**config.mk**
```make
export PLATFORM = sky130hd
export DESIGN_NAME = ntve_alu
export DESIGN_NICKNAME = d
export VERILOG_FILES = /design/src/hdl/ntve_pkg.sv /design/src/hdl/ntve_alu.sv
export SDC_FILE = /design/constraint.sdc
export NUM_CORES = 2
export LEC_CHECK = 0
export ABC_AREA = 1
export BUFFER_PORTS_ARGS = -buffer_cell sky130_fd_sc_hd__buf_4
export CORE_ASPECT_RATIO = 0.7
export CORE_MARGIN = 3
export CORE_UTILIZATION = 40
export CTS_BUF_LIST = sky130_fd_sc_hd__clkbuf_16
export CTS_CLUSTER_DIAMETER = 150
export DETAILED_ROUTE_END_ITERATION = 8
export PLACE_DENSITY = 0.62
export SETUP_SLACK_MARGIN = 0.3
export SYNTH_ARGS = -nofsm -noshare
export SYNTH_HDL_FRONTEND = slang
export SYNTH_SLANG_ARGS = --single-unit
```
**constraint.sdc**
```tcl
create_clock -name clk_i -period 14.4 [get_ports clk_i]
set_input_delay 4.32 -clock clk_i [delete_from_list [all_inputs] [get_ports clk_i]]
set_output_delay 4.32 -clock clk_i [all_outputs]
set_load 0.02 [all_outputs]
```
**src/hdl/ntve_pkg.sv**
```systemverilog
// ----------------------------------------------------------------------------
// ntve_pkg
// Shared types, constants and index helpers for the n-tuple value unit.
// ----------------------------------------------------------------------------
package ntve_pkg;

  // Field widths fixed by the interface
  localparam int unsigned BOARD_W   = 64;
  localparam int unsigned IDX_W     = 16;
  localparam int unsigned DELTA_W   = 32;
  localparam int unsigned RATE_W    = 16;
  localparam int unsigned VALUE_W   = 37;
  localparam int unsigned LOAD_W    = 32;

  // Tap layout: eight line taps, then nine square taps
  localparam int unsigned NUM_LINES = 8;
  localparam int unsigned NUM_SQ    = 9;
  localparam int unsigned NUM_TAPS  = NUM_LINES + NUM_SQ;
  localparam int unsigned STEP_W    = $clog2(NUM_TAPS + 1);

  localparam logic [RATE_W-1:0] RATE_RESET = 16'd164;

  // Bit offsets of the upper-left nibble of each 2x2 square
  localparam int unsigned SQ_OFF [NUM_SQ] = '{0, 4, 8, 16, 20, 24, 32, 36, 40};

  // Transpose masks
  localparam logic [63:0] TR_KEEP0 = 64'hF0F0_0F0F_F0F0_0F0F;
  localparam logic [63:0] TR_UP12  = 64'h0000_F0F0_0000_F0F0;
  localparam logic [63:0] TR_DN12  = 64'h0F0F_0000_0F0F_0000;
  localparam logic [63:0] TR_KEEP1 = 64'hFF00_FF00_00FF_00FF;
  localparam logic [63:0] TR_DN24  = 64'h00FF_00FF_0000_0000;
  localparam logic [63:0] TR_UP24  = 64'h0000_0000_FF00_FF00;

  typedef enum logic [1:0] {
    CMD_EVAL   = 2'd0,
    CMD_UPDATE = 2'd1,
    CMD_LOAD   = 2'd2,
    CMD_NOP    = 2'd3
  } cmd_e;

  typedef enum logic [1:0] {
    ST_IDLE,
    ST_RUN,
    ST_DONE
  } seq_state_e;

  // Read issue from sequencer to the weight memories
  typedef struct packed {
    logic             en;
    logic             tbl;   // 0 line table, 1 square table
    logic [IDX_W-1:0] addr;
  } rd_req_t;

  // Control from sequencer to datapath
  typedef struct packed {
    logic             start; // item transfer: clear sum, latch change
    logic             load;  // single weight write
    logic             upd;   // current item is an update
    logic             proc;  // read data for a tap is valid this cycle
    logic             tbl;
    logic [IDX_W-1:0] addr;
  } ctl_t;

  // Transpose the 4x4 nibble board
  function automatic logic [63:0] flip_board(logic [63:0] x);
    logic [63:0] a;
    a = (x & TR_KEEP0) | ((x & TR_UP12) << 12) | ((x & TR_DN12) >> 12);
    return (a & TR_KEEP1) | ((a & TR_DN24) >> 24) | ((a & TR_UP24) << 24);
  endfunction

  // Gather the 2x2 square whose upper-left nibble sits at bit s
  function automatic logic [IDX_W-1:0] square_at(logic [63:0] b, int unsigned s);
    logic [63:0] sh;
    sh = b >> s;
    return {sh[23:20], sh[19:16], sh[7:4], sh[3:0]};
  endfunction

  // Table index of tap k for a board
  function automatic logic [IDX_W-1:0] tap_index(logic [63:0] b, logic [STEP_W-1:0] k);
    logic [63:0]                      t;
    logic [NUM_TAPS-1:0][IDX_W-1:0]   idx;
    t = flip_board(b);
    for (int i = 0; i < 4; i++) begin
      idx[i]     = b[16*i +: 16];
      idx[4 + i] = t[16*i +: 16];
    end
    for (int i = 0; i < NUM_SQ; i++) begin
      idx[NUM_LINES + i] = square_at(b, SQ_OFF[i]);
    end
    return (k < STEP_W'(NUM_TAPS)) ? idx[k] : '0;
  endfunction

endpackage

```
**src/hdl/ntve_alu.sv**
```systemverilog
// ----------------------------------------------------------------------------
// ntve_alu
// Datapath: change value, saturating weight update with forwarding, weight
// sum, and the write port mux for loads and updates.
// ----------------------------------------------------------------------------
module ntve_alu #(
  parameter int unsigned WEIGHT_WIDTH = 32
) (
  input  logic                                clk_i,
  input  logic                                rst_ni,
  input  ntve_pkg::ctl_t                      ctl_i,
  input  logic [ntve_pkg::RATE_W-1:0]         learn_rate_i,
  input  logic signed [ntve_pkg::DELTA_W-1:0] delta_i,
  input  logic                                table_select_i,
  input  logic [ntve_pkg::IDX_W-1:0]          weight_index_i,
  input  logic signed [ntve_pkg::LOAD_W-1:0]  weight_value_i,
  input  logic [WEIGHT_WIDTH-1:0]             rd_line_i,
  input  logic [WEIGHT_WIDTH-1:0]             rd_sq_i,
  output logic                                we_line_o,
  output logic                                we_sq_o,
  output logic [ntve_pkg::IDX_W-1:0]          waddr_o,
  output logic [WEIGHT_WIDTH-1:0]             wdata_o,
  output logic signed [ntve_pkg::VALUE_W-1:0] sum_o
);

  localparam int unsigned WW     = WEIGHT_WIDTH;
  localparam int unsigned EXT_W  = ((WW > ntve_pkg::LOAD_W) ? WW : ntve_pkg::LOAD_W) + 1;
  localparam int unsigned ACC_W  = ((WW + 5) > ntve_pkg::VALUE_W) ? (WW + 5)
                                                                  : ntve_pkg::VALUE_W;
  localparam int unsigned PROD_W = ntve_pkg::RATE_W + ntve_pkg::DELTA_W + 1;

  localparam logic signed [EXT_W-1:0] W_MAX = {{(EXT_W - WW + 1){1'b0}}, {(WW - 1){1'b1}}};
  localparam logic signed [EXT_W-1:0] W_MIN = ~W_MAX;
  localparam logic signed [ACC_W-1:0] V_MAX =
    {{(ACC_W - ntve_pkg::VALUE_W + 1){1'b0}}, {(ntve_pkg::VALUE_W - 1){1'b1}}};
  localparam logic signed [ACC_W-1:0] V_MIN = ~V_MAX;
  localparam logic signed [PROD_W-1:0] HALF = PROD_W'(32768);

  logic signed [ntve_pkg::DELTA_W-1:0] change_q;
  logic signed [PROD_W-1:0]            prod;
  logic signed [PROD_W-1:0]            prod_rnd;
  logic signed [ACC_W-1:0]             acc_q, acc_d;
  logic                                fw_vld_q;
  logic                                fw_tbl_q;
  logic [ntve_pkg::IDX_W-1:0]          fw_addr_q;
  logic [WW-1:0]                       fw_val_q;
  logic                                fwd;
  logic signed [WW-1:0]                data;
  logic signed [EXT_W-1:0]             upd_sum;
  logic [WW-1:0]                       upd_val;
  logic [WW-1:0]                       load_val;
  logic                                upd_we;

  function automatic logic [WW-1:0] sat_w(logic signed [EXT_W-1:0] v);
    if (v > W_MAX) begin
      return W_MAX[WW-1:0];
    end else if (v < W_MIN) begin
      return W_MIN[WW-1:0];
    end
    return v[WW-1:0];
  endfunction

  // Change = rate * delta, rounded half up to Q16.16
  assign prod     = $signed({1'b0, learn_rate_i}) * delta_i;
  assign prod_rnd = prod + HALF;

  // Forward the value written last cycle when the same entry is read back
  assign fwd  = fw_vld_q && (fw_addr_q == ctl_i.addr) && (fw_tbl_q == ctl_i.tbl);
  assign data = fwd ? $signed(fw_val_q) : $signed(ctl_i.tbl ? rd_sq_i : rd_line_i);

  // Saturating weight update
  assign upd_sum  = EXT_W'(data) + EXT_W'(change_q);
  assign upd_val  = sat_w(upd_sum);
  assign upd_we   = ctl_i.proc && ctl_i.upd;
  assign load_val = sat_w(EXT_W'(weight_value_i));

  // Write port: loads come only while no tap is in flight
  assign we_line_o = (upd_we && !ctl_i.tbl) || (ctl_i.load && !table_select_i);
  assign we_sq_o   = (upd_we && ctl_i.tbl) || (ctl_i.load && table_select_i);
  assign waddr_o   = ctl_i.load ? weight_index_i : ctl_i.addr;
  assign wdata_o   = ctl_i.load ? load_val : upd_val;

  // Accumulate for evaluate
  always_comb begin
    acc_d = acc_q;
    if (ctl_i.start) begin
      acc_d = '0;
    end else if (ctl_i.proc && !ctl_i.upd) begin
      acc_d = acc_q + ACC_W'(data);
    end
  end

  // Clamp the sum to the result range
  always_comb begin
    if (acc_q > V_MAX) begin
      sum_o = V_MAX[ntve_pkg::VALUE_W-1:0];
    end else if (acc_q < V_MIN) begin
      sum_o = V_MIN[ntve_pkg::VALUE_W-1:0];
    end else begin
      sum_o = acc_q[ntve_pkg::VALUE_W-1:0];
    end
  end

  always_ff @(posedge clk_i or negedge rst_ni) begin
    if (!rst_ni) begin
      fw_vld_q <= 1'b0;
      acc_q    <= '0;
    end else begin
      fw_vld_q <= upd_we;
      acc_q    <= acc_d;
    end
  end

  // Latch change at transfer; hold the last written entry for forwarding
  always_ff @(posedge clk_i) begin
    if (ctl_i.start) begin
      change_q <= prod_rnd[ntve_pkg::DELTA_W+15:16];
    end
    fw_tbl_q  <= ctl_i.tbl;
    fw_addr_q <= ctl_i.addr;
    fw_val_q  <= upd_val;
  end

endmodule

```
**Word level (Yosys, flattened, before mapping)**

Index checks and enable logic that the tools add are counted.

- Register bits after elaboration: 119
- Bits in latches: 0
- RAM bits: 0
- Memory bits (read-only): 0
- Output and inout port bits: 87
- Memories: 0

- $add $sub $neg: 3
- Multipliers: 1
- Div/mod/pow operators: 0
- $lt $le $gt $ge: 6
- Eq/ne operators: 2
- Shift-type cells: 0
- Mux-type cells: 18
- Bitwise operators: 0
- Reductions and logical operators: 14

Operator list:

| operator | count |
|---|---|
| 32-bit two-way mux | 9 |
| 37-bit two-way mux | 4 |
| 48-bit by 17-bit adder with 48-bit output, second input constant | 1 |
| 17-bit by 32-bit multiplier with 48-bit output | 1 |
| 37-bit by 32-bit adder with 37-bit output | 1 |
| 37-bit greater-than comparator, second input constant | 1 |
| 37-bit < comparator, second input constant | 1 |
| 32-bit by 32-bit adder with 33-bit output | 1 |
| 33-bit by 32-bit greater-than comparator with 1-bit output, second input constant | 1 |
| 33-bit by 32-bit < comparator with 1-bit output, second input constant | 1 |
| 32-bit greater-than comparator, second input constant | 1 |
| 32-bit < comparator, second input constant | 1 |
| 16-bit equality test | 1 |
| 16-bit two-way mux | 1 |
| 1-bit logical AND | 8 |
| 1-bit two-way mux | 4 |
| 1-bit zero test | 3 |
| 1-bit logical OR | 2 |
| 2-bit nonzero test | 1 |
| 1-bit equality test | 1 |

**Depth between registers and ports, before layout**

- Depth after elaboration: 10
- Gate-level depth with buffers: 30

**Worst setup path before layout**

OpenSTA, ideal clock, no wires.

- Path type: input -> output
- From: input ctl_i[16] (netlist name)
- To: output wdata_o[1]
- Data arrival time: 7.500 ns
- Path slack: 2.580 ns
- Stages: 25
- Path buffers: 3
- Path through: buf_2 > clkinv_1 > o211ai_1 > nor3_1 > nand3_1 > clkbuf_1 > nor2_1 > a31oi_1 > ha_1 > inv_1 > fa_1 > inv_1 > nand3_1 > nand2_1 > nand2_1 > nand2_1 > nand2_1 > nand2_2 > nand2_2 > nand3_2 > nand4_1 > buf_4 > nand2_2 > nand2_1 > nand2_1

- Word-level cells in the longest chain between the ends: 9

Ends and longest elaborated chain:

| what | RTL line | source |
|---|---|---|
| start, declared | ntve_alu.sv:11 | `input ntve_pkg::ctl_t ctl_i,` |
| 1-bit equality test | ntve_alu.sv:68 | `assign fwd = fw_vld_q && (fw_addr_q == ctl_i.addr) && (fw_tbl_q == ctl_i.tbl);` |
| 1-bit logical AND | ntve_alu.sv:68 |  |
| 32-bit two-way mux (*) | ntve_alu.sv:69 | `assign data = fwd ? $signed(fw_val_q) : $signed(ctl_i.tbl ? rd_sq_i : rd_line_i);` |
| 32-bit by 32-bit adder with 33-bit output (*) | ntve_alu.sv:72 | `assign upd_sum = EXT_W'(data) + EXT_W'(change_q);` |
| 33-bit by 32-bit < comparator with 1-bit output | ntve_alu.sv:57 | `end else if (v < W_MIN) begin` |
| 1-bit two-way mux | ntve_alu.sv:57 |  |
| 1-bit two-way mux | ntve_alu.sv:55 | `if (v > W_MAX) begin` |
| 32-bit two-way mux (*) | ntve_alu.sv:60 | `return v[WW-1:0];` |
| via upd_val[1] | ntve_alu.sv:50 | `logic [WW-1:0] upd_val;` |
| 32-bit two-way mux (*) | ntve_alu.sv:81 | `assign wdata_o = ctl_i.load ? load_val : upd_val;` |
| end, declared | ntve_alu.sv:22 | `output logic [WEIGHT_WIDTH-1:0] wdata_o,` |

Mark *: on every way through the listed nets, which the timed path passes. The rest lies on a longest branch.

**Worst setup path in the final report**

- From: input ctl_i[16] (netlist name)
- To: output wdata_o[7]

The elaborated chain is that of the path after synthesis.

==> impl_metrics.json <==
{
  "fin_tns_setup_ns": 0,
  "dp.cells": 5190,
  "drc": 0,
  "synth.top_cell.area_share": 0.334,
  "cpPeakStageDelay_ns": 1.05,
  "min_period_ns": 13.78,
  "period_share": 0.957,
  "ys_warn_count": 0,
  "ant_nets": 0,
  "gr-total-overflow": 0,
  "grt_first_pass_wirelength_um": 155000,
  "final_common_cell": "nand2_1",
  "stdcell_area_um2": 32300,
  "crit_chain": "buf_4, clkinv_1, nand2_1, nand4_1, nor3_1, nand3_2, buf_4, a31oi_1, ha_1, nand2_1, nand2_1, a21oi_1, nand2_1, a21oi_1, nand2_1, nand2_1, nand2_1, nand2_4, nand2_2, nand2_2, nand2_1, nand2_1, buf_4",
  "num-nets-final": 5119,
  "hp-class": "reg -> reg",
  "final_cells": 5222,
  "hpwl_um": 83600,
  "grt_usage": 0.270,
  "post_cts_resized": 0,
  "grt_max_degree": 59,
  "first_global_vias": 25700,
  "required_ns": 10.08,
  "synth-main-ff-cell": "dfxtp_1",
  "cts_buffer_depth": 2,
  "antenna_found_initial": 3,
  "clock_latency_ns": 0.46,
  "synth-edff-count": 32,
  "diodes": 0,
  "vias": 26200,
  "finalClockSkew_ns": 0.0153,
  "die_area_um2": 76100,
  "mostFrequentLayoutCells": "nand2_1 (1249), inv_1 (1027), fa_1 (485)",
  "cp-end-kind": "output pin",
  "finish.utilization": 0.449,
  "via_per_inst": 5.01,
  "ys_seq_area_frac": 0.0994,
  "firstDrtPassIters": 8,
  "cts_tree": "done",
  "post_cts_buffers": 0,
  "initial_utilization": 0.405,
  "syn-cell-area_um2": 29100,
  "setup_viol": 0,
  "detailed_place.area_um2": 31600,
  "die_w_um": 328,
  "wl_per_cell_um": 19.5,
  "syn_nets": 5008,
  "ys_types": 48,
  "hold_violations": 0,
  "cts_hold_buf": 0,
  "core_um2": 71800,
  "status": "finished clean",
  "syn2layout_area_growth_pct": 11.0,
  "max_freq_mhz": 72.6,
  "place_congestion": 1.03,
  "cts.clk_slew.worst_paths_ns": 0.06,
  "ys_seq_elements": 119,
  "maxSlewViolCount": 0,
  "io_pins": 271,
  "cp.arrival_ns": 9.46,
  "htreeDepth": 4,
  "dieHeight_um": 232,
  "numCtsBuffers": 17,
  "tightest_slew_ns": 1.37,
  "maxCapViolCount": 0,
  "clockRootBuffer": "clkbuf_16",
  "postSynth.asyncResetShare": 0.319,
  "rsz0062_at_grt": "no",
  "routed_wl_um": 102000,
  "synth.top_cells.by_area": "fa_1 (33%), nand2_1 (16%), inv_1 (13%)",
  "synthCells": 4132,
  "syn_area_per_cell_um2": 7.04,
  "cp-start-kind": "primary input",
  "cp_max_fo": 38,
  "cpMostUsedCell": "nand2_1",
  "cts_sinks": 119,
  "initialDrtViolationCount": 2451,
  "yosys.area.top_type": "fa_1",
  "drive_above_1_share": 0.0909,
  "cpMaxStageDelayCell": "a31oi_1",
  "rows": 82,
  "portBuffers": 270,
  "slew_headroom": 0.0792,
  "crit_type": "in -> out"
}
-- critical path: cells and delay by family --
kind	cells	cell delay, ns
AOI/OAI and AO/OA	3	1.35
adders and majority gates	1	0.48
buffers and inverters	4	1.14
and+or+nand+nor	15	2.08
-- metal layers --
layer	part of all wire	GRT usage	vias up	routed length, µm
met2	0.40	0.377	1072	41000
met1	0.47	0.411	12700	48300
met3	0.11	0.0898	89	11300
li1	-	-	12300	-
met5	0.00070	0.00703	-	71
met4	0.011	0.0328	2	1150
-- path summary, 6_finish.rpt --
| check | from | end | slack, ns | depth (start not counted) |
|---|---|---|---|---|
| worst max-delay path | ctl_i[16] | wdata_o[7] | 0.62 | 23 |
| worst min-delay path | acc_q[33]$_DFFE_PN0P_ | acc_q[33]$_DFFE_PN0P_ | 0.52 | 2 |
| worst max register to register | fw_addr_q[11]$_DFF_P_ | fw_val_q[0]$_DFF_P_ | 9.27 | 16 |
| worst min register to register | acc_q[33]$_DFFE_PN0P_ | acc_q[33]$_DFFE_PN0P_ | 0.52 | 2 |
| max in group asynchronous | rst_ni | acc_q[21]$_DFFE_PN0P_ | 10.16 | 1 |
| min in group asynchronous | rst_ni | acc_q[32]$_DFFE_PN0P_ | 3.85 | 1 |
-- final cells by class --
class | count | area, µm²
fill | 7460 | 39500
multi-input combinational | 2799 | 21600
inverter | 1030 | 3870
sequential | 119 | 2890
timing repair buffer | 276 | 2070
tap | 966 | 1210
clock buffer | 20 | 500
clock inverter | 12 | 131
-- metrics by stage --
stage | hold slack [ns] | setup WS (ns)
6_report | 0.520 | 0.618
5_1_grt | 0.568 | 0.325
4_1_cts | 0.530 | 0.936
3_5_place_dp | 0.514 | 0.948
3_3_place_gp | 0.515 | 0.915
2_1_floorplan | 0.475 | 2.58
-- cell usage after synthesis, drive strengths merged, types with 26 or more instances --
library cell / number
nor3: 26
fa: 485
dfrtp: 38
nor2: 227
dfxtp: 49
nand2: 1317
clkbuf: 172
xor2: 38
a31oi: 35
o21ai: 111
ha: 207
nand3: 85
a21oi: 148
inv: 1028
edfxtp: 32
-- flip-flops by register name, indices dropped and copies added (netlist names) --
signal / flops
acc_q: 37
change_q: 32
fw_addr_q: 16
fw_tbl_q: 1
fw_val_q: 32
fw_vld_q: 1
-- cell families after synthesis --
group,share of synthesized area
AOI/OAI and AO/OA,0.0686
xor gates and xnor gates,0.0190
adders and majority gates,0.423
buffers and inverters,0.158
DFF,0.0994
muxes,0.000344
and+or+nand+nor,0.232
Power is not shown: default switching activity piles up to over one toggle a cycle in this logic, so the estimate is an artifact.
