## config.mk

```make
export PLATFORM = sky130hd
export DESIGN_NAME = ntve_seq
export DESIGN_NICKNAME = d
export VERILOG_FILES = /design/src/hdl/ntve_pkg.sv /design/src/hdl/ntve_seq.sv
export SDC_FILE = /design/constraint.sdc
export NUM_CORES = 1
export LEC_CHECK = 0
export ABC_AREA = 1
export BUFFER_PORTS_ARGS = -buffer_cell sky130_fd_sc_hd__buf_2
export CELL_PAD_IN_SITES_DETAIL_PLACEMENT = 1
export CELL_PAD_IN_SITES_GLOBAL_PLACEMENT = 1
export CORE_MARGIN = 8
export CORE_UTILIZATION = 42
export DETAILED_ROUTE_END_ITERATION = 10
export PLACE_DENSITY = 0.95
export SETUP_SLACK_MARGIN = 0.02
export SYNTH_ARGS = -nofsm -noshare
export SYNTH_HDL_FRONTEND = slang
export SYNTH_SLANG_ARGS = --single-unit
```

## constraint.sdc

```tcl
create_clock -name clk_i -period 5.9 [get_ports clk_i]
set_input_delay 1.18 -clock clk_i [delete_from_list [all_inputs] [get_ports clk_i]]
set_output_delay 1.18 -clock clk_i [all_outputs]
set_load 0.01 [all_outputs]
```

## src/hdl/ntve_pkg.sv

```systemverilog
// ----------------------------------------------------------------------------
// ntve_pkg
// Shared types, constants and index helpers for the n-tuple value unit.
// ----------------------------------------------------------------------------
package ntve_pkg;

  // Field widths fixed by the interface
  localparam int unsigned BOARD_W   = 64;
  localparam int unsigned IDX_W     = 16;
  localparam int unsigned DELTA_W   = 32;
  localparam int unsigned RATE_W    = 16;
  localparam int unsigned VALUE_W   = 37;
  localparam int unsigned LOAD_W    = 32;

  // Tap layout: eight line taps, then nine square taps
  localparam int unsigned NUM_LINES = 8;
  localparam int unsigned NUM_SQ    = 9;
  localparam int unsigned NUM_TAPS  = NUM_LINES + NUM_SQ;
  localparam int unsigned STEP_W    = $clog2(NUM_TAPS + 1);

  localparam logic [RATE_W-1:0] RATE_RESET = 16'd164;

  // Bit offsets of the upper-left nibble of each 2x2 square
  localparam int unsigned SQ_OFF [NUM_SQ] = '{0, 4, 8, 16, 20, 24, 32, 36, 40};

  // Transpose masks
  localparam logic [63:0] TR_KEEP0 = 64'hF0F0_0F0F_F0F0_0F0F;
  localparam logic [63:0] TR_UP12  = 64'h0000_F0F0_0000_F0F0;
  localparam logic [63:0] TR_DN12  = 64'h0F0F_0000_0F0F_0000;
  localparam logic [63:0] TR_KEEP1 = 64'hFF00_FF00_00FF_00FF;
  localparam logic [63:0] TR_DN24  = 64'h00FF_00FF_0000_0000;
  localparam logic [63:0] TR_UP24  = 64'h0000_0000_FF00_FF00;

  typedef enum logic [1:0] {
    CMD_EVAL   = 2'd0,
    CMD_UPDATE = 2'd1,
    CMD_LOAD   = 2'd2,
    CMD_NOP    = 2'd3
  } cmd_e;

  typedef enum logic [1:0] {
    ST_IDLE,
    ST_RUN,
    ST_DONE
  } seq_state_e;

  // Read issue from sequencer to the weight memories
  typedef struct packed {
    logic             en;
    logic             tbl;   // 0 line table, 1 square table
    logic [IDX_W-1:0] addr;
  } rd_req_t;

  // Control from sequencer to datapath
  typedef struct packed {
    logic             start; // item transfer: clear sum, latch change
    logic             load;  // single weight write
    logic             upd;   // current item is an update
    logic             proc;  // read data for a tap is valid this cycle
    logic             tbl;
    logic [IDX_W-1:0] addr;
  } ctl_t;

  // Transpose the 4x4 nibble board
  function automatic logic [63:0] flip_board(logic [63:0] x);
    logic [63:0] a;
    a = (x & TR_KEEP0) | ((x & TR_UP12) << 12) | ((x & TR_DN12) >> 12);
    return (a & TR_KEEP1) | ((a & TR_DN24) >> 24) | ((a & TR_UP24) << 24);
  endfunction

  // Gather the 2x2 square whose upper-left nibble sits at bit s
  function automatic logic [IDX_W-1:0] square_at(logic [63:0] b, int unsigned s);
    logic [63:0] sh;
    sh = b >> s;
    return {sh[23:20], sh[19:16], sh[7:4], sh[3:0]};
  endfunction

  // Table index of tap k for a board
  function automatic logic [IDX_W-1:0] tap_index(logic [63:0] b, logic [STEP_W-1:0] k);
    logic [63:0]                      t;
    logic [NUM_TAPS-1:0][IDX_W-1:0]   idx;
    t = flip_board(b);
    for (int i = 0; i < 4; i++) begin
      idx[i]     = b[16*i +: 16];
      idx[4 + i] = t[16*i +: 16];
    end
    for (int i = 0; i < NUM_SQ; i++) begin
      idx[NUM_LINES + i] = square_at(b, SQ_OFF[i]);
    end
    return (k < STEP_W'(NUM_TAPS)) ? idx[k] : '0;
  endfunction

endpackage

```

## src/hdl/ntve_seq.sv

```systemverilog
// ----------------------------------------------------------------------------
// ntve_seq
// Item sequencer: holds the board, steps through the 17 taps and issues reads.
// ----------------------------------------------------------------------------
module ntve_seq (
  input  logic                         clk_i,
  input  logic                         rst_ni,
  input  logic                         in_valid_i,
  output logic                         in_ready_o,
  input  logic [1:0]                   cmd_i,
  input  logic [ntve_pkg::BOARD_W-1:0] board_i,
  input  logic                         out_free_i,
  output logic                         done_o,
  output ntve_pkg::rd_req_t            rd_o,
  output ntve_pkg::ctl_t               ctl_o
);

  ntve_pkg::seq_state_e             state_q, state_d;
  logic [ntve_pkg::STEP_W-1:0]      step_q, step_d;
  logic [ntve_pkg::BOARD_W-1:0]     board_q;
  logic                             upd_q;
  logic                             pvld_q, pvld_d;
  logic                             ptbl_q;
  logic [ntve_pkg::IDX_W-1:0]       paddr_q;
  logic                             xfer;
  logic                             issue;
  logic                             is_tap_cmd;
  ntve_pkg::cmd_e                   cmd;

  assign cmd        = ntve_pkg::cmd_e'(cmd_i);
  assign xfer       = in_valid_i && in_ready_o;
  assign is_tap_cmd = (cmd == ntve_pkg::CMD_EVAL) || (cmd == ntve_pkg::CMD_UPDATE);
  assign issue      = (state_q == ntve_pkg::ST_RUN)
                      && (step_q < ntve_pkg::STEP_W'(ntve_pkg::NUM_TAPS));

  // Next state
  always_comb begin
    state_d = state_q;
    unique case (state_q)
      ntve_pkg::ST_IDLE: begin
        if (xfer) begin
          state_d = is_tap_cmd ? ntve_pkg::ST_RUN : ntve_pkg::ST_DONE;
        end
      end
      ntve_pkg::ST_RUN: begin
        if (!issue && pvld_q) begin
          state_d = ntve_pkg::ST_DONE;
        end
      end
      ntve_pkg::ST_DONE: begin
        if (out_free_i) begin
          state_d = ntve_pkg::ST_IDLE;
        end
      end
      default: state_d = ntve_pkg::ST_IDLE;
    endcase
  end

  // Outputs
  always_comb begin
    in_ready_o = 1'b0;
    done_o     = 1'b0;
    unique case (state_q)
      ntve_pkg::ST_IDLE: in_ready_o = 1'b1;
      ntve_pkg::ST_RUN:  ;
      ntve_pkg::ST_DONE: done_o = 1'b1;
      default:           ;
    endcase
  end

  // Step counter and pending tap
  always_comb begin
    step_d = step_q;
    pvld_d = issue;
    if (xfer) begin
      step_d = '0;
    end else if (issue) begin
      step_d = step_q + 1'b1;
    end
  end

  assign rd_o.en   = issue;
  assign rd_o.tbl  = (step_q >= ntve_pkg::STEP_W'(ntve_pkg::NUM_LINES));
  assign rd_o.addr = ntve_pkg::tap_index(board_q, step_q);

  assign ctl_o.start = xfer;
  assign ctl_o.load  = xfer && (cmd == ntve_pkg::CMD_LOAD);
  assign ctl_o.upd   = upd_q;
  assign ctl_o.proc  = pvld_q;
  assign ctl_o.tbl   = ptbl_q;
  assign ctl_o.addr  = paddr_q;

  // Control registers
  always_ff @(posedge clk_i or negedge rst_ni) begin
    if (!rst_ni) begin
      state_q <= ntve_pkg::ST_IDLE;
      step_q  <= '0;
      pvld_q  <= 1'b0;
    end else begin
      state_q <= state_d;
      step_q  <= step_d;
      pvld_q  <= pvld_d;
    end
  end

  // Hold the item and the address of the tap in flight
  always_ff @(posedge clk_i) begin
    if (xfer) begin
      board_q <= board_i;
      upd_q   <= (cmd == ntve_pkg::CMD_UPDATE);
    end
    ptbl_q  <= rd_o.tbl;
    paddr_q <= rd_o.addr;
  end

endmodule

```

### Yosys cells after proc, flatten, opt, wreduce, memory -nomap -nowiden

Cells that the tools add are included.

* div/mod/pow operators: 0
* bitwise operators: 4
* magnitude comparators: 3
* multiply operators: 0
* shifts and indexed selects: 0
* reductions and logical operators: 10
* multiplexer cells: 12
* eq/ne operators: 7
* $add $sub $neg: 1

Operator list (number)
* $bmux W16 S5: 1
* $or A64 B32 Y64: 1
* $or A64 B48 Y64: 1
* $or A64 B56 Y64: 1
* $or A64 B60 Y64: 1
* $mux W16: 2
* $mux W5: 2
* $mux W2: 4
* $lt A5 B6 Y1 const B: 1
* $pmux W2 S3: 1
* $add A5 B1 Y5 const B: 1
* $ge A5 B4 Y1 const B: 1
* $lt A5 B5 Y1 const B: 1
* $eq A2 B1 Y1 const B: 2
* $eq A2 B2 Y1 const B: 2
* $logic_and A1 B1 Y1: 4
* $logic_not A2 Y1: 2
* $ne A2 B2 Y1 const B: 2
* $reduce_and A3 Y1: 1
* $mux W1: 2
* $ne A2 B1 Y1 const B: 1
* $reduce_bool A2 Y1: 1
* $logic_not A1 Y1: 1
* $logic_or A1 B1 Y1: 1

* output and inout bits: 41
* bits in registers: 90
* word-level logic and storage cells: 44
* latch bits: 0
* bits of input ports: 70
* memories: 0
* RAM bits: 0
* ROM bits: 0

### Depth between registers and ports, before layout

Gate-level depths: netlist of the first run.

* word-level depth: 7
* gate-level depth with buffers: 10
* mapped depth without buffers: 9

### Worst setup path after synthesis of the first run

OpenSTA, ideal clock, no wires.

* path kind: input to output
* start: input port in_valid_i
* end: output port ctl_o[20] in the netlist's numbering
* data arrival time: 2.919 ns
* data required time: 4.720 ns
* path slack: 1.801 ns
* stages: 3
* path buffers: 1
* cell sequence: nand2_1 > inv_1 > buf_4

* cells in the longest elaborated chain, start to end: 1

Ends and longest elaborated chain
* start: declaration: RTL line ntve_seq.sv:8 `input logic in_valid_i,`
* $logic_and A1 B1 Y1: RTL line ntve_seq.sv:31 `assign xfer = in_valid_i && in_ready_o;`
* end: declaration: RTL line ntve_seq.sv:15 `output ntve_pkg::ctl_t ctl_o`

No other way between the ends.

==> metrics.md, run 1 <==
| Metric | Value |
|---|---|
| Status | finished clean |
| # diodes | 0 |
| Yosys cell types | 22 |
| First-pass GRT wire length | 26300 um |
| Reg2Reg Depth | 9 |
| Post-cts sizing count | 0 |
| Synth Net Count | 781 |
| Vias in the first global route | 5274 |
| YS warnings | 0 |
| Synthesized instance count | 709 |
| Hold Violations, Final | 0 |
| Largest net degree at the start of global routing | 67 |
| Setup TNS | 0 ns |
| Post-synth top area share | 0.379 |
| Placed cell area | 0.00568 sq mm |
| Setup Skew | 0.0132 ns |
| Clk pwr share | 0.171 |
| Post-DP HPWL | 11300 um |
| Reg2reg end | paddr_q[2]$_DFF_P_ |
| Worst-margin pin slew | 1.06 ns |
| Peak supply drop | 0.000277 V |
| Clk buf depth | 2 |
| Static Leakage | 3.08 nW |
| Root Driver | clkbuf_16 |
| Worst reg-to-reg setup slack | 3.36 ns |
| Seq cells post-synth | 90 |
| Routed WL per cell | 17.2 um |
| CP endpoint kind | output port |
| Switching Fraction | 0.469 |
| 1st-iter DRT viols | 289 |
| Total GRT Usage | 0.207 |
| Max frequency | 241 MHz |
| Worst-Skew Late Latency | 0.35 ns |
| Asr flop ratio synth | 0.0889 |
| Internal cell power | 1.74 mW |
| Commonest cells in the synthesized netlist | nand2_1, nand3_1, edfxtp_1 |
| Crit path capture | rd_o[8] |
| GPL Wtd Cong | 0.848 |
| Crit path DAT | 2.97 ns |
| RSZ-0062 raised after global routing | no |
| Final Max Slew Viols | 0 |
| Synth Area per Inst | 7.26 sq um |
| Max-Cap Viols | 0 |
| Fill cell count | 1573 |
| Height of the die | 127 um |
| Minimum clock period | 4.15 ns |
| Vias | 5035 |
| Post-detailed-route count of antenna-violating nets | 0 |
| Initial Util | 0.428 |
| Residual DRC | 0 |
| DRT Wirelength | 16300 um |
| Num CTS Buffers | 9 |
| Crit Path Category | flip-flop to output port |
| Hold path startpoint | state_q[1]$_DFFE_PN0P_ |
| Seq pwr share | 0.293 |
| Worst min path class | flip-flop to flip-flop |
| Post-synth EDFFs | 65 |
| # clock sinks | 90 |
| Core area | 0.0120 sq mm |
| First-pass detailed-route iteration total | 5 |
| I/O pin total | 111 |
| Via/cell ratio | 5.31 |
| Slew HR | 0.290 |
| Peak fanout along the critical path | 59 |
| Top post-synthesis cells by area | edfxtp_1, nand2_1, nand3_1 |
| Layout cells sized above 1 | 0.174 |
| Post-layout net count | 868 |
| Clk slew on worst S/H paths | 0.05 ns |
| Crit path launch | step_q[1]$_DFFE_PN0P_ |
| Seq/Total Area, Yosys | 0.484 |
| H-tree depth | 3 |
| Final instance area | 0.00598 sq mm |
| CP Data Required Time | 4.72 ns |
| Overflow after GRT | 0 |
| Endpoints failing setup | 0 |
| # Post-CTS Setup Buffers | 0 |
| Synthesized cell area | 0.00515 sq mm |
| Cell with the most instances after synthesis | nand2_1 |
| Reg2Reg Launch Point | step_q[1]$_DFFE_PN0P_ |
| Synth area leader | edfxtp_1 |
| Setup crit start kind | flip-flop |
| CTS tree | done |
| PwrDens | 547 mW/mm^2 |
| Initial antenna violation count | 0 |
| CTS Hold Bufs | 0 |
| Overall die area | 0.0161 sq mm |
| Site row count | 40 |
| Die Width | 127 um |
| Combinational Power Share | 0.536 |
| # port buffers | 110 |
| Area Overhead vs Synth | 16.1% |
| P_sw | 1.53 mW |
| Most used DFF post-synth | edfxtp_1 |
| Crit share post-route | 0.704 |
==> worst min path at each step <==
stage / endpoint / slack [ns] / cells past startpoint
after global routing: paddr_q[5]$_DFF_P_ / 0.65 / 2
final: state_q[1]$_DFFE_PN0P_ / 0.62 / 3
after global placement: state_q[1]$_DFFE_PN0P_ / 0.61 / 3
after CTS: paddr_q[5]$_DFF_P_ / 0.63 / 2
after floorplan: state_q[1]$_DFFE_PN0P_ / 0.55 / 3
after detailed placement: paddr_q[5]$_DFF_P_ / 0.62 / 2
==> placed cells by master, fill, tap and decap left out <==
cell	n
nand2_1	363
buf_2	110
nand3_1	85
edfxtp_1	65
nor2_1	37
inv_1	36
a21oi_1	26
dfxtp_1	17
clkbuf_16	10
a21boi_1	7
dfrtp_1	7
buf_4	6
o21ai_0	5
inv_2	5
nand4_1	5
nor2_4	3
nor3_1	2
ha_1	2
clkbuf_1	2
clkinv_4	2
o21ai_1	1
o211ai_1	1
o31ai_1	1
clkbuf_8	1
clkinv_2	1
dfrtp_2	1
==> cell type report <==
| type | instances | area, sq um | area share |
|---|---|---|---|
| Tap cell | 147 | 184 | 0.0308 |
| Inverter | 41 | 154 | 0.0258 |
| Clock buffer | 13 | 272 | 0.0454 |
| Sequential cell | 90 | 2490 | 0.417 |
| Timing Repair Buffer | 116 | 596 | 0.0997 |
| Clock inverter | 3 | 22.5 | 0.00377 |
| Multi-Input combinational cell | 538 | 2250 | 0.377 |
==> cell families after synthesis <==
family / Yosys count / share of synthesized area
flip-flops: 90 / 0.484
adder cells (fa/ha/maj): 2 / 0.00486
AND/OR/NAND/NOR: 495 / 0.389
AO/OA/AOI/OAI: 41 / 0.0442
buffers and inverters: 81 / 0.0776
==> worst max-delay path: stages, from the launching register on <==
cell	delay (ns)
dfrtp_1	0.32
buf_4	0.51
inv_2	0.50
nor2_4	0.52
nand2_1	0.11
nand2_1	0.07
inv_1	0.04
nand2_1	0.06
nand2_1	0.05
a21boi_1	0.24
buf_2	0.18
==> metal layers <==
metal,vias up,GRT usage,part of all wire
met1,2399,0.234,0.40
met3,23,0.0524,0.072
met2,169,0.364,0.51
li1,2444,-,-
met5,-,0,0
met4,0,0.0861,0.021
==> flip-flops by register name, summed over array words and instances, names as in the netlist <==
name,cells
board_q,64
paddr_q,16
ptbl_q,1
pvld_q,1
state_q,2
step_q,5
upd_q,1
==> metrics by stage <==
| stage | power [mW] | utilization | instances | hold slack [ns] | setup slack [ns] |
|---|---|---|---|---|---|
| final | 3.27 | 0.498 | 948 | 0.617 | 1.75 |
| after global routing | 3.54 | 0.498 | 948 | 0.649 | 1.51 |
| after CTS | 3.29 | 0.498 | 948 | 0.627 | 1.76 |
| after detailed placement | 2.72 | 0.473 | 932 | 0.615 | 2.14 |
| after global placement | 2.66 | 0.473 | 932 | 0.605 | 2.19 |
| after floorplan | 2.20 | - | 709 | 0.550 | 1.80 |
==> power groups by stage <==
stage / clock, mW / sequential, mW / combinational, mW
2_1_floorplan: 0 / 0.986 / 1.21
3_3_place_gp: 0 / 0.967 / 1.69
3_5_place_dp: 0 / 0.970 / 1.75
4_1_cts: 0.573 / 0.959 / 1.76
5_1_grt: 0.598 / 0.974 / 1.97
6_report: 0.559 / 0.958 / 1.75
Note: power is estimated with default switching activity, not from simulation.
==> inputs of run 2 (changes only) <==
- CORE_UTILIZATION: 42 -> 39
- PLACE_DENSITY: 0.95 -> 0.9
- clock period: 5.9 -> 3.9 ns (I/O delays scaled with it)
==> run 2 against run 1 <==
Die area increased by 6.7%; non-clock buffer count grew 5; worst setup slack lost 1.3 ns; clock power increased by 53%; cell count rose by 3.6%; core utilization down 3.5 points; combinational power increased by 47%; global-route usage is 0.22 points lower; design area rose by 1.3%; via count is 0.20% higher; total power increased by 53%; critical path type unchanged.
==> metrics.md, run 2 (synthesis results as in run 1) <==
| Metric | Value |
|---|---|
| # clock sinks | 90 (unchanged) |
| Height of the die | 131 um (+3.3%) |
| Post-DP HPWL | 12100 um (+7.0%) |
| P_sw | 2.34 mW (+53%) |
| CP endpoint kind | output port |
| Vias in the first global route | 5252 (-0.42%) |
| Crit Path Category | flip-flop to output port |
| H-tree depth | 3 (unchanged) |
| Switching Fraction | 0.468 (-0.00101) |
| Peak fanout along the critical path | 51 (-14%) |
| First-pass detailed-route iteration total | 4 (-1) |
| Reg2Reg Launch Point | step_q[0]$_DFFE_PN0P_ |
| Top reg by flops | board_q |
| Worst-margin pin slew | 0.963 ns (-0.101 ns) |
| # diodes | 0 (unchanged) |
| I/O pin total | 111 (unchanged) |
| CTS tree | done |
| Vias | 5045 (+0.20%) |
| Layout cells sized above 1 | 0.177 (+0.00389) |
| Endpoints failing setup | 0 (unchanged) |
| RSZ-0062 raised after global routing | no |
| Max stage delay cell, worst path | dfrtp_2 |
| Worst-Skew Late Latency | 0.35 ns (about the same) |
| Seq pwr share | 0.312 (+0.019) |
| PwrDens | 826 mW/mm^2 (+51%) |
| Root Driver | clkbuf_16 |
| Minimum clock period | 3.46 ns |
| Residual DRC | 0 (unchanged) |
| Overflow after GRT | 0 (unchanged) |
| Clk slew on worst S/H paths | 0.06 ns (about the same) |
| Commonest non-fill, non-tap cell in the layout | nand2_1 |
| 1st-iter DRT viols | 409 (+42%) |
| Final Max Slew Viols | 0 (unchanged) |
| Most frequent cells in the layout | nand2_1, buf_2, nand3_1 |
| # Post-CTS Setup Buffers | 0 (unchanged) |
| Post-detailed-route count of antenna-violating nets | 0 (unchanged) |
| Crit path launch | step_q[0]$_DFFE_PN0P_ |
| Peak supply drop | 0.000426 V (+54%) |
| Internal cell power | 2.66 mW (+53%) |
| Post-layout total power | 5.00 mW (+53%) |
| Worst min path class | input pin to asynchronous set/reset pin |
| Critical Path, Cell by Cell | buf_4 -> nand2_1 -> nand2_1 -> nand2_1 -> nand2_1 -> nand2_1 -> nand2_1 -> nor2_1 -> a21oi_1 -> buf_2 |
| Area Overhead vs Synth | 17.6% |
| Num CTS Buffers | 9 (unchanged) |
| Site row count | 42 (+5.0%) |
| Post-cts sizing count | 0 (unchanged) |
| Setup TNS | 0 ns (unchanged) |
| Largest net degree at the start of global routing | 59 (-12%) |
| Static Leakage | 3.10 nW (+0.68%) |
| First-pass GRT wire length | 27000 um (+2.7%) |
| # port buffers | 110 (unchanged) |
| Hold Violations, Final | 0 (unchanged) |
| Largest registers in the final layout | board_q (64), paddr_q (16), step_q (5) |
| Initial Util | 0.393 (-0.0352) |
| Max-Cap Viols | 0 (unchanged) |
| Critical Path Max Stage Delay | 1.00 ns (+0.48 ns) |
| Combinational Power Share | 0.517 (-0.019) |
| Max reg flops | 64 (unchanged) |
| Clk buf depth | 2 (unchanged) |
| Setup Skew | 0.00532 ns (-0.00792 ns) |
| Crit share post-route | 0.886 |
| Routed WL per cell | 17.1 um (-0.40%) |
| Slew HR | 0.358 (+0.0675) |
| Setup crit start kind | flip-flop |
| Status | finished clean |
| Post-layout net count | 873 (+0.58%) |
| Overall die area | 0.0171 sq mm (+6.7%) |
| Most numerous cell on the critical path | nand2_1 |
| Die Width | 131 um (+3.3%) |
| Core area | 0.0131 sq mm (+8.9%) |
| Clk pwr share | 0.171 (about the same) |
| Total GRT Usage | 0.205 (-0.00217) |
| Initial antenna violation count | 0 (unchanged) |
| GPL Wtd Cong | 0.856 (+0.92%) |
| CTS Hold Bufs | 0 (unchanged) |
| CP Data Required Time | 3.12 ns (-1.60 ns) |
| Max frequency | 289 MHz |
| DRT Wirelength | 16800 um (+3.2%) |
| Via/cell ratio | 5.14 (-3.3%) |
| Crit path DAT | 2.68 ns (-0.29 ns) |
[run 2: cell types whose count changed in the layout (fill, tap and decap cells not counted)]
cell / change
buf_4: +5
clkinv_4: -2
clkbuf_1: +1
clkbuf_8: +1
clkinv_2: -1
clkinvlp_4: +1
[run 2: layer usage]
layer / vias up / GRT usage / routed length [um]
met3: 23 / 0.0519 / 1200
met2: 161 / 0.366 / 8750
met5: - / 0 / 0
met1: 2411 / 0.234 / 6500
met4: 0 / 0.0675 / 338
li1: 2450 / - / -
[run 2: cell type report]
type                            instances  area, sq um
Timing Repair Buffer                  121          633
Inverter                               41          154
Tap cell                              176          220
Clock buffer                           15          289
Clock inverter                          1         7.51
Sequential cell                        90         2490
Fill cell                            1712         7030
Multi-Input combinational cell        538         2250
[run 2: worst max-delay path, delay by kind of cell, from the launching register on]
| family | cells | cell delay, ns |
|---|---|---|
| compound gates | 1 | 0.24 |
| buf+inv | 2 | 0.55 |
| flops | 1 | 1.00 |
| simple gates | 7 | 0.52 |
[run 2: final timing paths]
kind,to,slack (ns),cells after the start
setup / recovery,rd_o[15],0.44,10
hold / removal,step_q[2]$_DFFE_PN0P_,0.26,1
setup reg to reg,paddr_q[15]$_DFF_P_,1.66,9
hold reg to reg,state_q[1]$_DFFE_PN0P_,0.62,3
max in group asynchronous,step_q[0]$_DFFE_PN0P_,3.46,1
min in group clk_i,board_q[47]$_DFFE_PP_,0.60,1
[run 2: power groups by stage]
| stage | clock network, mW | logic [mW] | registers [mW] |
|---|---|---|---|
| 2_1_floorplan | 0 | 1.83 | 1.49 |
| 3_3_place_gp | 0 | 2.52 | 1.57 |
| 3_5_place_dp | 0 | 2.58 | 1.58 |
| 4_1_cts | 0.876 | 2.61 | 1.56 |
| 5_1_grt | 0.912 | 2.92 | 1.59 |
| 6_report | 0.855 | 2.58 | 1.56 |
[run 2: metrics by stage]
stage	utilization	setup slack [ns]	cells	hold slack (ns)	area [sq um]
2_1_floorplan	-	0.601	709	0.484	5150
3_3_place_gp	0.440	0.880	966	0.585	5760
3_5_place_dp	0.440	0.866	966	0.595	5760
4_1_cts	0.463	0.470	982	0.265	6050
5_1_grt	0.463	0.260	982	0.272	6050
6_report	0.463	0.444	982	0.258	6050
